<file path="src/hw/rtl/lunp_pkg.sv">
package lunp_pkg;

    // Label bytes taken from each entry and their size in bits
    localparam int unsigned LABEL_BYTES = 3;
    localparam logic [7:0]  LABEL_BITS  = 8'(LABEL_BYTES * 8);
    localparam int unsigned IPV4_BYTES  = 4;

    localparam logic CFG_ADDR_FAMILY = 1'b0;
    localparam logic CFG_SESSION     = 1'b1;

    typedef enum logic [2:0] {
        KIND_ANNOUNCE  = 3'd0,
        KIND_WITHDRAW  = 3'd1,
        KIND_DROPPED   = 3'd2,
        KIND_PACKET_OK = 3'd3,
        KIND_SHORT     = 3'd4,
        KIND_OVERRUN   = 3'd5,
        KIND_IGNORED   = 3'd6
    } t_kind;

    typedef enum logic {
        PH_LEN  = 1'b0,
        PH_BODY = 1'b1
    } t_phase;

    typedef enum logic [1:0] {
        ERR_NONE    = 2'd0,
        ERR_SHORT   = 2'd1,
        ERR_IGNORED = 2'd2
    } t_err;

    typedef struct packed {
        logic [7:0] data_byte;
        logic       is_update;
        logic       last_byte;
    } t_in_beat;

    typedef struct packed {
        t_kind        kind;
        logic [23:0]  route_label;
        logic [7:0]   prefix_bits;
        logic [63:0]  prefix_high;
        logic [63:0]  prefix_low;
        logic         final_result;
    } t_out_beat;

endpackage

</file>
<file path="src/hw/rtl/lunp_res_q.sv">
module lunp_res_q (
    input  logic              i_clk,
    input  logic              i_rst_n,
    input  logic [1:0]        i_push_cnt,
    input  lunp_pkg::t_out_beat i_res0,
    input  lunp_pkg::t_out_beat i_res1,
    output logic              o_can_take,
    output logic              o_out_valid,
    input  logic              i_out_stall,
    output lunp_pkg::t_out_beat o_out
);
    import lunp_pkg::*;

    t_out_beat r_q0, r_q1, r_q2;
    t_out_beat n_q0, n_q1, n_q2;
    logic [1:0] r_fill, n_fill;
    logic       w_pop;
    logic [1:0] w_base;

    assign w_pop       = (r_fill != 2'd0) && !i_out_stall;
    assign w_base      = r_fill - {1'b0, w_pop};
    // room for two results is kept free before a beat is taken
    assign o_can_take  = (r_fill <= 2'd1);
    assign o_out_valid = (r_fill != 2'd0);
    assign o_out       = r_q0;

    always_comb begin
        n_q0 = w_pop ? r_q1 : r_q0;
        n_q1 = w_pop ? r_q2 : r_q1;
        n_q2 = r_q2;
        if (i_push_cnt != 2'd0) begin
            case (w_base)
                2'd0:    n_q0 = i_res0;
                2'd1:    n_q1 = i_res0;
                default: n_q2 = i_res0;
            endcase
        end
        if (i_push_cnt == 2'd2) begin
            case (w_base)
                2'd0:    n_q1 = i_res1;
                default: n_q2 = i_res1;
            endcase
        end
        n_fill = w_base + i_push_cnt;
    end

    always_ff @(posedge i_clk) begin
        r_q0 <= n_q0;
        r_q1 <= n_q1;
        r_q2 <= n_q2;
        if (!i_rst_n) begin
            r_fill <= 2'd0;
        end else begin
            r_fill <= n_fill;
        end
    end

endmodule

</file>
<file path="src/hw/rtl/labeled_unicast_nlri_parser_core.sv">
// Labelled-unicast NLRI parser.
// Input channel (i_in_valid / o_in_stall, payload i_in): one NLRI byte per
// beat with the update flag and a last-byte mark. Output channel
// (o_out_valid / i_out_stall, payload o_out): one route, dropped-entry report
// or packet status per beat; final_result marks the last beat caused by one
// input byte. Configuration (i_cfg_valid / o_cfg_ready): index 0 is the
// address family, index 1 the session-up flag; ready is always high and
// writes are expected only while the block is idle.
// Throughput: one input byte per cycle while the result queue has room, set
// by the single parse step between the input handshake and the result queue.
// Each result is registered in the queue before it is offered. A byte that
// completes an entry and ends the packet yields two beats; the second one
// holds the input off until the downstream side takes a beat.
// The three-deep result queue lets a byte be taken while a result still waits;
// a stalled receiver fills it and the input then stalls.
// Reset (synchronous, active low) empties the queue, clears both registers and
// returns the parser to expecting a length byte. No clearing pass is needed.
module labeled_unicast_nlri_parser_core #(
    parameter int unsigned MAX_PREFIX_BYTES = 16
) (
    input  logic                i_clk,
    input  logic                i_rst_n,
    input  logic                i_in_valid,
    output logic                o_in_stall,
    input  lunp_pkg::t_in_beat  i_in,
    output logic                o_out_valid,
    input  logic                i_out_stall,
    output lunp_pkg::t_out_beat o_out,
    input  logic                i_cfg_valid,
    output logic                o_cfg_ready,
    input  logic                i_cfg_index,
    input  logic                i_cfg_data
);
    import lunp_pkg::*;

    // configuration
    logic r_af, r_sess;

    // parse state
    t_phase r_phase, n_phase;
    t_err   r_err, n_err;
    logic [7:0]  r_len, n_len;
    logic [5:0]  r_seen, n_seen;
    logic [23:0] r_label, n_label;
    logic [MAX_PREFIX_BYTES-1:0][7:0] r_pfx, n_pfx;

    logic        w_take, w_can_take;
    logic [1:0]  w_push_cnt;
    t_out_beat   w_res0, w_res1;
    t_out_beat   w_route, w_status;
    t_err        w_err_in;
    logic [5:0]  w_psize, w_pbytes, w_fam, w_p;
    logic [7:0]  w_bits;
    logic        w_done;
    logic [127:0] w_pfx_wide;

    assign o_cfg_ready = 1'b1;
    assign o_in_stall  = !w_can_take;
    assign w_take      = i_in_valid && w_can_take;

    // prefix size in bytes, label included, and the family limit
    assign w_psize  = 6'((9'(r_len) + 9'd7) >> 3);
    assign w_pbytes = w_psize - 6'(LABEL_BYTES);
    assign w_fam    = r_af ? 6'(MAX_PREFIX_BYTES) : 6'(IPV4_BYTES);
    assign w_p      = r_seen - 6'(LABEL_BYTES);
    assign w_bits   = r_len - LABEL_BITS;

    always_comb begin
        n_phase  = r_phase;
        n_err    = r_err;
        n_len    = r_len;
        n_seen   = r_seen;
        n_label  = r_label;
        n_pfx    = r_pfx;
        w_done   = 1'b0;
        w_err_in = (!r_sess && r_err == ERR_NONE) ? ERR_IGNORED : r_err;
        n_err    = w_err_in;

        if (w_err_in == ERR_NONE) begin
            if (r_phase == PH_LEN) begin
                if (i_in.data_byte < LABEL_BITS) begin
                    n_err = ERR_SHORT;
                end else begin
                    n_len   = i_in.data_byte;
                    n_seen  = 6'd0;
                    n_label = '0;
                    n_pfx   = '0;
                    n_phase = PH_BODY;
                end
            end else begin
                if (r_seen < 6'(LABEL_BYTES)) begin
                    n_label = {r_label[15:0], i_in.data_byte};
                end else begin
                    for (int i = 0; i < MAX_PREFIX_BYTES; i++) begin
                        if (w_p == 6'(i)) begin
                            n_pfx[i] = i_in.data_byte;
                        end
                    end
                end
                n_seen = r_seen + 6'd1;
                w_done = (7'(r_seen) + 7'd1) >= 7'(w_psize);
            end
        end

        // left-align the prefix bytes, zero beyond the stored depth
        w_pfx_wide = '0;
        for (int i = 0; i < MAX_PREFIX_BYTES; i++) begin
            w_pfx_wide[127 - 8*i -: 8] = n_pfx[i];
        end

        w_route.route_label  = n_label;
        w_route.prefix_bits  = w_bits;
        w_route.final_result = !i_in.last_byte;
        if (w_pbytes > w_fam) begin
            w_route.kind        = KIND_DROPPED;
            w_route.prefix_high = '0;
            w_route.prefix_low  = '0;
        end else begin
            w_route.kind        = i_in.is_update ? KIND_ANNOUNCE : KIND_WITHDRAW;
            w_route.prefix_high = w_pfx_wide[127:64];
            w_route.prefix_low  = w_pfx_wide[63:0];
        end

        // entry finished: drop back to expecting a length byte
        if (w_done) begin
            n_phase = PH_LEN;
            n_len   = '0;
            n_seen  = '0;
        end

        w_status.route_label  = '0;
        w_status.prefix_bits  = '0;
        w_status.prefix_high  = '0;
        w_status.prefix_low   = '0;
        w_status.final_result = 1'b1;
        case (n_err)
            ERR_SHORT:   w_status.kind = KIND_SHORT;
            ERR_IGNORED: w_status.kind = KIND_IGNORED;
            default:     w_status.kind = (n_phase == PH_BODY) ? KIND_OVERRUN
                                                              : KIND_PACKET_OK;
        endcase

        if (i_in.last_byte) begin
            n_err   = ERR_NONE;
            n_phase = PH_LEN;
            n_len   = '0;
            n_seen  = '0;
        end

        w_res0     = w_done ? w_route : w_status;
        w_res1     = w_status;
        w_push_cnt = w_take ? (2'(w_done) + 2'(i_in.last_byte)) : 2'd0;
    end

    always_ff @(posedge i_clk) begin
        if (w_take) begin
            r_label <= n_label;
            r_pfx   <= n_pfx;
        end
        if (!i_rst_n) begin
            r_af    <= 1'b0;
            r_sess  <= 1'b0;
            r_phase <= PH_LEN;
            r_err   <= ERR_NONE;
            r_len   <= '0;
            r_seen  <= '0;
        end else begin
            if (i_cfg_valid && o_cfg_ready) begin
                case (i_cfg_index)
                    CFG_ADDR_FAMILY: r_af   <= i_cfg_data;
                    CFG_SESSION:     r_sess <= i_cfg_data;
                    default:         ;
                endcase
            end
            // advance the parse state on each accepted beat
            if (w_take) begin
                r_phase <= n_phase;
                r_err   <= n_err;
                r_len   <= n_len;
                r_seen  <= n_seen;
            end
        end
    end

    lunp_res_q u_res_q (
        .i_clk       (i_clk),
        .i_rst_n     (i_rst_n),
        .i_push_cnt  (w_push_cnt),
        .i_res0      (w_res0),
        .i_res1      (w_res1),
        .o_can_take  (w_can_take),
        .o_out_valid (o_out_valid),
        .i_out_stall (i_out_stall),
        .o_out       (o_out)
    );

endmodule

</file>
<file path="config.mk">
export PLATFORM = sky130hd
export DESIGN_NAME = labeled_unicast_nlri_parser_core
export DESIGN_NICKNAME = d
export VERILOG_FILES = /design/src/hw/rtl/lunp_pkg.sv /design/src/hw/rtl/lunp_res_q.sv /design/src/hw/rtl/labeled_unicast_nlri_parser_core.sv
export SDC_FILE = /design/constraint.sdc
export NUM_CORES = 1
export LEC_CHECK = 0
export BUFFER_PORTS_ARGS = -buffer_cell sky130_fd_sc_hd__buf_4
export CORE_MARGIN = 2
export CORE_UTILIZATION = 50
export CTS_CLUSTER_DIAMETER = 40
export DETAILED_ROUTE_END_ITERATION = 10
export HOLD_SLACK_MARGIN = 0.06
export PLACE_DENSITY = 0.68
export REMOVE_ABC_BUFFERS = 1
export SLEW_MARGIN = 10
export SYNTH_ARGS = -nofsm -noshare
export SYNTH_HDL_FRONTEND = slang
export SYNTH_SLANG_ARGS = --single-unit
</file>
<file path="constraint.sdc">
create_clock -name i_clk -period 10 [get_ports i_clk]
set_input_delay 2 -clock i_clk [delete_from_list [all_inputs] [get_ports i_clk]]
set_output_delay 2 -clock i_clk [all_outputs]
set_load 0.02 [all_outputs]
</file>
==> impl_metrics.csv <==
group,metric,value,unit
status,result_of_the_run,"complete, no violations",
placement,placed_cell_area,30000,um^2
routing,first_iter_violations,2327,
global_route,grt_max_degree,181,
timing,fmaxAchievable,162,MHz
logic_synthesis,synth_top_cell_area_share,36.0,%
timing,final_critical_path_setup_slack,3810,ps
power_and_ir_drop,cellLeakagePower,13.5,nW
worst_setup_path,worstSetupStartpointType,"flip-flop",
global_route,number_of_global_route_vias_before_repair,24000,
hold_path,timing.hold.worst.start,"u_res_q.r_q2[102]$_DFF_P_",
clock_tree,clock_pin_slew_worst_setup_and_hold_paths,60,ps
die,core_region_area,56400,um^2
power_and_ir_drop,pwr_density_cell,319,nW/um^2
clock_tree,clock_tree.root_cell,"sky130_fd_sc_hd__clkbuf_16",
clock_tree,clkSinkCount,665,
logic_synthesis,post_synth_cell_types,65,
logic_synthesis,ys.flop_type,"sky130_fd_sc_hd__dfxtp_1",
clock_tree,latest_clock_arrival_within_the_worst_skew_pair,640,ps
timing,max_slew_margin,14.7,%
routing,drt-pass1-iter-count,6,
power_and_ir_drop,combinational_group_share_of_total_power,28.6,%
final_layout,final_nets,3400,
logic_synthesis,synth_area_leaders,"sky130_fd_sc_hd__dfxtp_1 (36%), sky130_fd_sc_hd__edfxtp_1 (16%), sky130_fd_sc_hd__nand2_1 (12%), sky130_fd_sc_hd__a21oi_1 (6.7%), sky130_fd_sc_hd__clkbuf_1 (3.3%)",
routing,routedWlPerCell,19.8,um
routing,via_per_inst,5.89,
logic_synthesis,post_synth_most_frequent_cells,"sky130_fd_sc_hd__nand2_1 (950), sky130_fd_sc_hd__dfxtp_1 (513), sky130_fd_sc_hd__a21oi_1 (382)",
clock_tree,max-clock-path-buffers,3,
clock_tree,cts_hold_repair.buffers,0,
logic_synthesis,warnings_from_yosys,0,
final_layout,synthToLayoutAreaGrowth,17.3,%
placement,place_congestion,0.819,
timing,maxSlewViolCount,0,
timing,rsz0062_at_grt,"no",
timing,report.final.setup_viol,0,
clock_tree,post_cts.resized_instances,0,
clock_tree,clock_tree_from_tritoncts,"done",
logic_synthesis,syn_inst,3353,
clock_tree,cts-htree-levels,3,
power_and_ir_drop,power.clock.fraction,33.6,%
die,floorplan.initialDensity,50.7,%
routing,route.vias.total,24800,
power_and_ir_drop,vdd.ir_drop.worst,0.179,mV
hold_path,hold_class,"reg2reg",
flow_run,drv.max_cap_violation_count,0,
timing,finalCriticalPeriod,6190,ps
power_and_ir_drop,power.switching,3.63,mW
worst_setup_path,worstReg2RegStart,"r_len[0]$_SDFFE_PN0P_",
timing,finalCritPeriodShare,61.9,%
final_layout,final_design_area_no_fill,33500,um^2
placement,dpl.hpwl,44600,um
logic_synthesis,async_set_or_reset_register_ratio_after_synthesis,0,%
final_layout,fill_cells,4857,
logic_synthesis,avgSynthCellArea,8.52,um^2
placement,dpl.cell_count,4026,
routing,route.detailed.drc,0,
global_route,gr-total-overflow,0,
placement,buffer_ports.inserted,182,
worst_setup_path,crit_path_max_fanout,72,
timing,worstMarginPinSlew,1270,ps
logic_synthesis,syn_std_cell_area,28600,um^2
die,die-height,243,um
routing,route.final.wire_length,83100,um
final_layout,drive_gt1_share,13.7,%
die,die_area,59100,um^2
clock_tree,tritoncts.num_buffers,95,
logic_synthesis,synth_seq_area_share,51.9,%
global_route,track_usage,27.1,%
routing,ant_nets,0,
die,die_width,243,um
global_route,grt_pass1_wl,130000,um
power_and_ir_drop,switching_share,34.0,%
power_and_ir_drop,power_frac_seq,37.8,%
worst_setup_path,criticalPathCategory,"reg2reg",
power_and_ir_drop,p_int,7.05,mW
logic_synthesis,synth_most_common_cell,"sky130_fd_sc_hd__nand2_1",
timing,hold_viol,0,
worst_setup_path,cp_data_required_time,10480,ps
timing,clock_skew,22.7,ps
die,io-pin-count,184,
worst_setup_path,endpoint_class_of_the_critical_path,"flip-flop",
global_route,antenna_found_initial,0,
placement,place_ws,3510,ps
worst_setup_path,startpoint,"r_len[0]$_SDFFE_PN0P_",
final_layout,insertedDiodeCount,0,
worst_setup_path,timing.critical_path.arrival,6670,ps
logic_synthesis,leading_area_contributor_after_synthesis,"sky130_fd_sc_hd__dfxtp_1",
logic_synthesis,number_of_enable_flip_flop_cells_after_synthesis,152,
logic_synthesis,yosys_register_bits,665,
final_layout,instances_no_fill,4205,
clock_tree,cts_setup_buffers,0,
die,num_rows,87,
through the flow:
| step | utilization, % | TNS (ps) | hold slack, ps | power (mW) |
|---|---|---|---|---|
| after floorplan | - | -7508080 | 425 | 6.06 |
| after global placement | 53.2 | 0 | 433 | 6.99 |
| after detailed placement | 53.2 | 0 | 442 | 7.09 |
| after CTS | 59.4 | 0 | 453 | 10.7 |
| after global routing | 59.4 | 0 | 471 | 11.2 |
| final | 59.4 | 0 | 450 | 10.7 |
placed cells by master, fill, tap and decap left out, types with 46 or more instances in the layout:
master and instances:
sky130_fd_sc_hd__buf_4 199, sky130_fd_sc_hd__a31oi_1 98, sky130_fd_sc_hd__nor2_1 84, sky130_fd_sc_hd__a32oi_1 64, sky130_fd_sc_hd__clkbuf_16 105, sky130_fd_sc_hd__a22o_1 77
sky130_fd_sc_hd__dfxtp_1 513, sky130_fd_sc_hd__a211oi_1 86, sky130_fd_sc_hd__nand2b_1 75, sky130_fd_sc_hd__inv_1 81, sky130_fd_sc_hd__edfxtp_1 152, sky130_fd_sc_hd__a21oi_1 381
sky130_fd_sc_hd__nand2_1 948, sky130_fd_sc_hd__and3_1 75, sky130_fd_sc_hd__o21ai_0 144, sky130_fd_sc_hd__a211oi_2 46
metal layers:
metal | up-vias | routed length (um) | global-route usage, %
met5 | - | 0 | 0
met4 | 0 | 2270 | 9.94
met3 | 164 | 5350 | 3.87
met2 | 965 | 39300 | 45.0
met1 | 12000 | 36200 | 35.8
li1 | 11700 | - | -
logic make-up after synthesis:
family / share of synthesized area (%)
multiplexers: 0.210
AO/OA/AOI/OAI: 21.6
flip-flops: 51.9
buffers and inverters: 5.30
adder cells (fa/ha/maj): 0.736
other: 0.0131
AND/OR/NAND/NOR: 19.6
XOR/XNOR: 0.539
sequential cells by signal (all words and copies together), names as in the netlist:
register / cells
u_res_q.r_q1: 164
r_af: 1
r_sess: 1
r_label: 24
r_seen: 6
u_res_q.o_out: 164
r_len: 8
u_res_q.r_fill: 2
r_phase: 1
r_pfx: 128
r_err: 2
u_res_q.r_q2: 164
area by class of cell:
type / count / area (um^2) / area share [%]
clock buffers: 130 / 2860 / 8.54
clock inverters: 49 / 612 / 1.83
inverters: 84 / 330 / 0.986
multi-input cells: 2317 / 12300 / 36.8
flip-flops and latches: 665 / 14800 / 44.3
well taps: 756 / 946 / 2.82
repair buffers: 204 / 1590 / 4.76
worst max-delay path: stages (launching register included):
cell and delay [ps]:
sky130_fd_sc_hd__dfxtp_1 400, sky130_fd_sc_hd__or3_1 440, sky130_fd_sc_hd__and2_1 190, sky130_fd_sc_hd__nor2_1 200, sky130_fd_sc_hd__ha_1 270, sky130_fd_sc_hd__nand2b_1 140
sky130_fd_sc_hd__maj3_1 350, sky130_fd_sc_hd__o211ai_1 150, sky130_fd_sc_hd__and2_1 550, sky130_fd_sc_hd__inv_4 280, sky130_fd_sc_hd__ha_1 330, sky130_fd_sc_hd__o21ai_0 500
sky130_fd_sc_hd__or3_4 870, sky130_fd_sc_hd__buf_4 900, sky130_fd_sc_hd__nand2_1 140, sky130_fd_sc_hd__a21oi_1 180, sky130_fd_sc_hd__a211oi_1 60
power groups by stage:
| stage | sequential, mW | combinational [mW] | clock [mW] |
|---|---|---|---|
| finish | 4.04 | 3.05 | 3.59 |
| global route | 4.11 | 3.33 | 3.74 |
| CTS | 4.03 | 3.05 | 3.63 |
| detailed placement | 4.07 | 3.02 | 0 |
| global placement | 4.05 | 2.93 | 0 |
| floorplan | 4.34 | 1.72 | 0 |
path summary, 6_finish.rpt:
kind,endpoint,slack (ps),depth (start not counted)
hold / removal,u_res_q.r_q2[102]$_DFF_P_,450,2
hold reg to reg,u_res_q.r_q2[102]$_DFF_P_,450,2
setup / recovery,u_res_q.r_q1[56]$_DFF_P_,3810,16
setup reg to reg,u_res_q.r_q1[56]$_DFF_P_,3810,16
(Power assumes the default switching activity.)
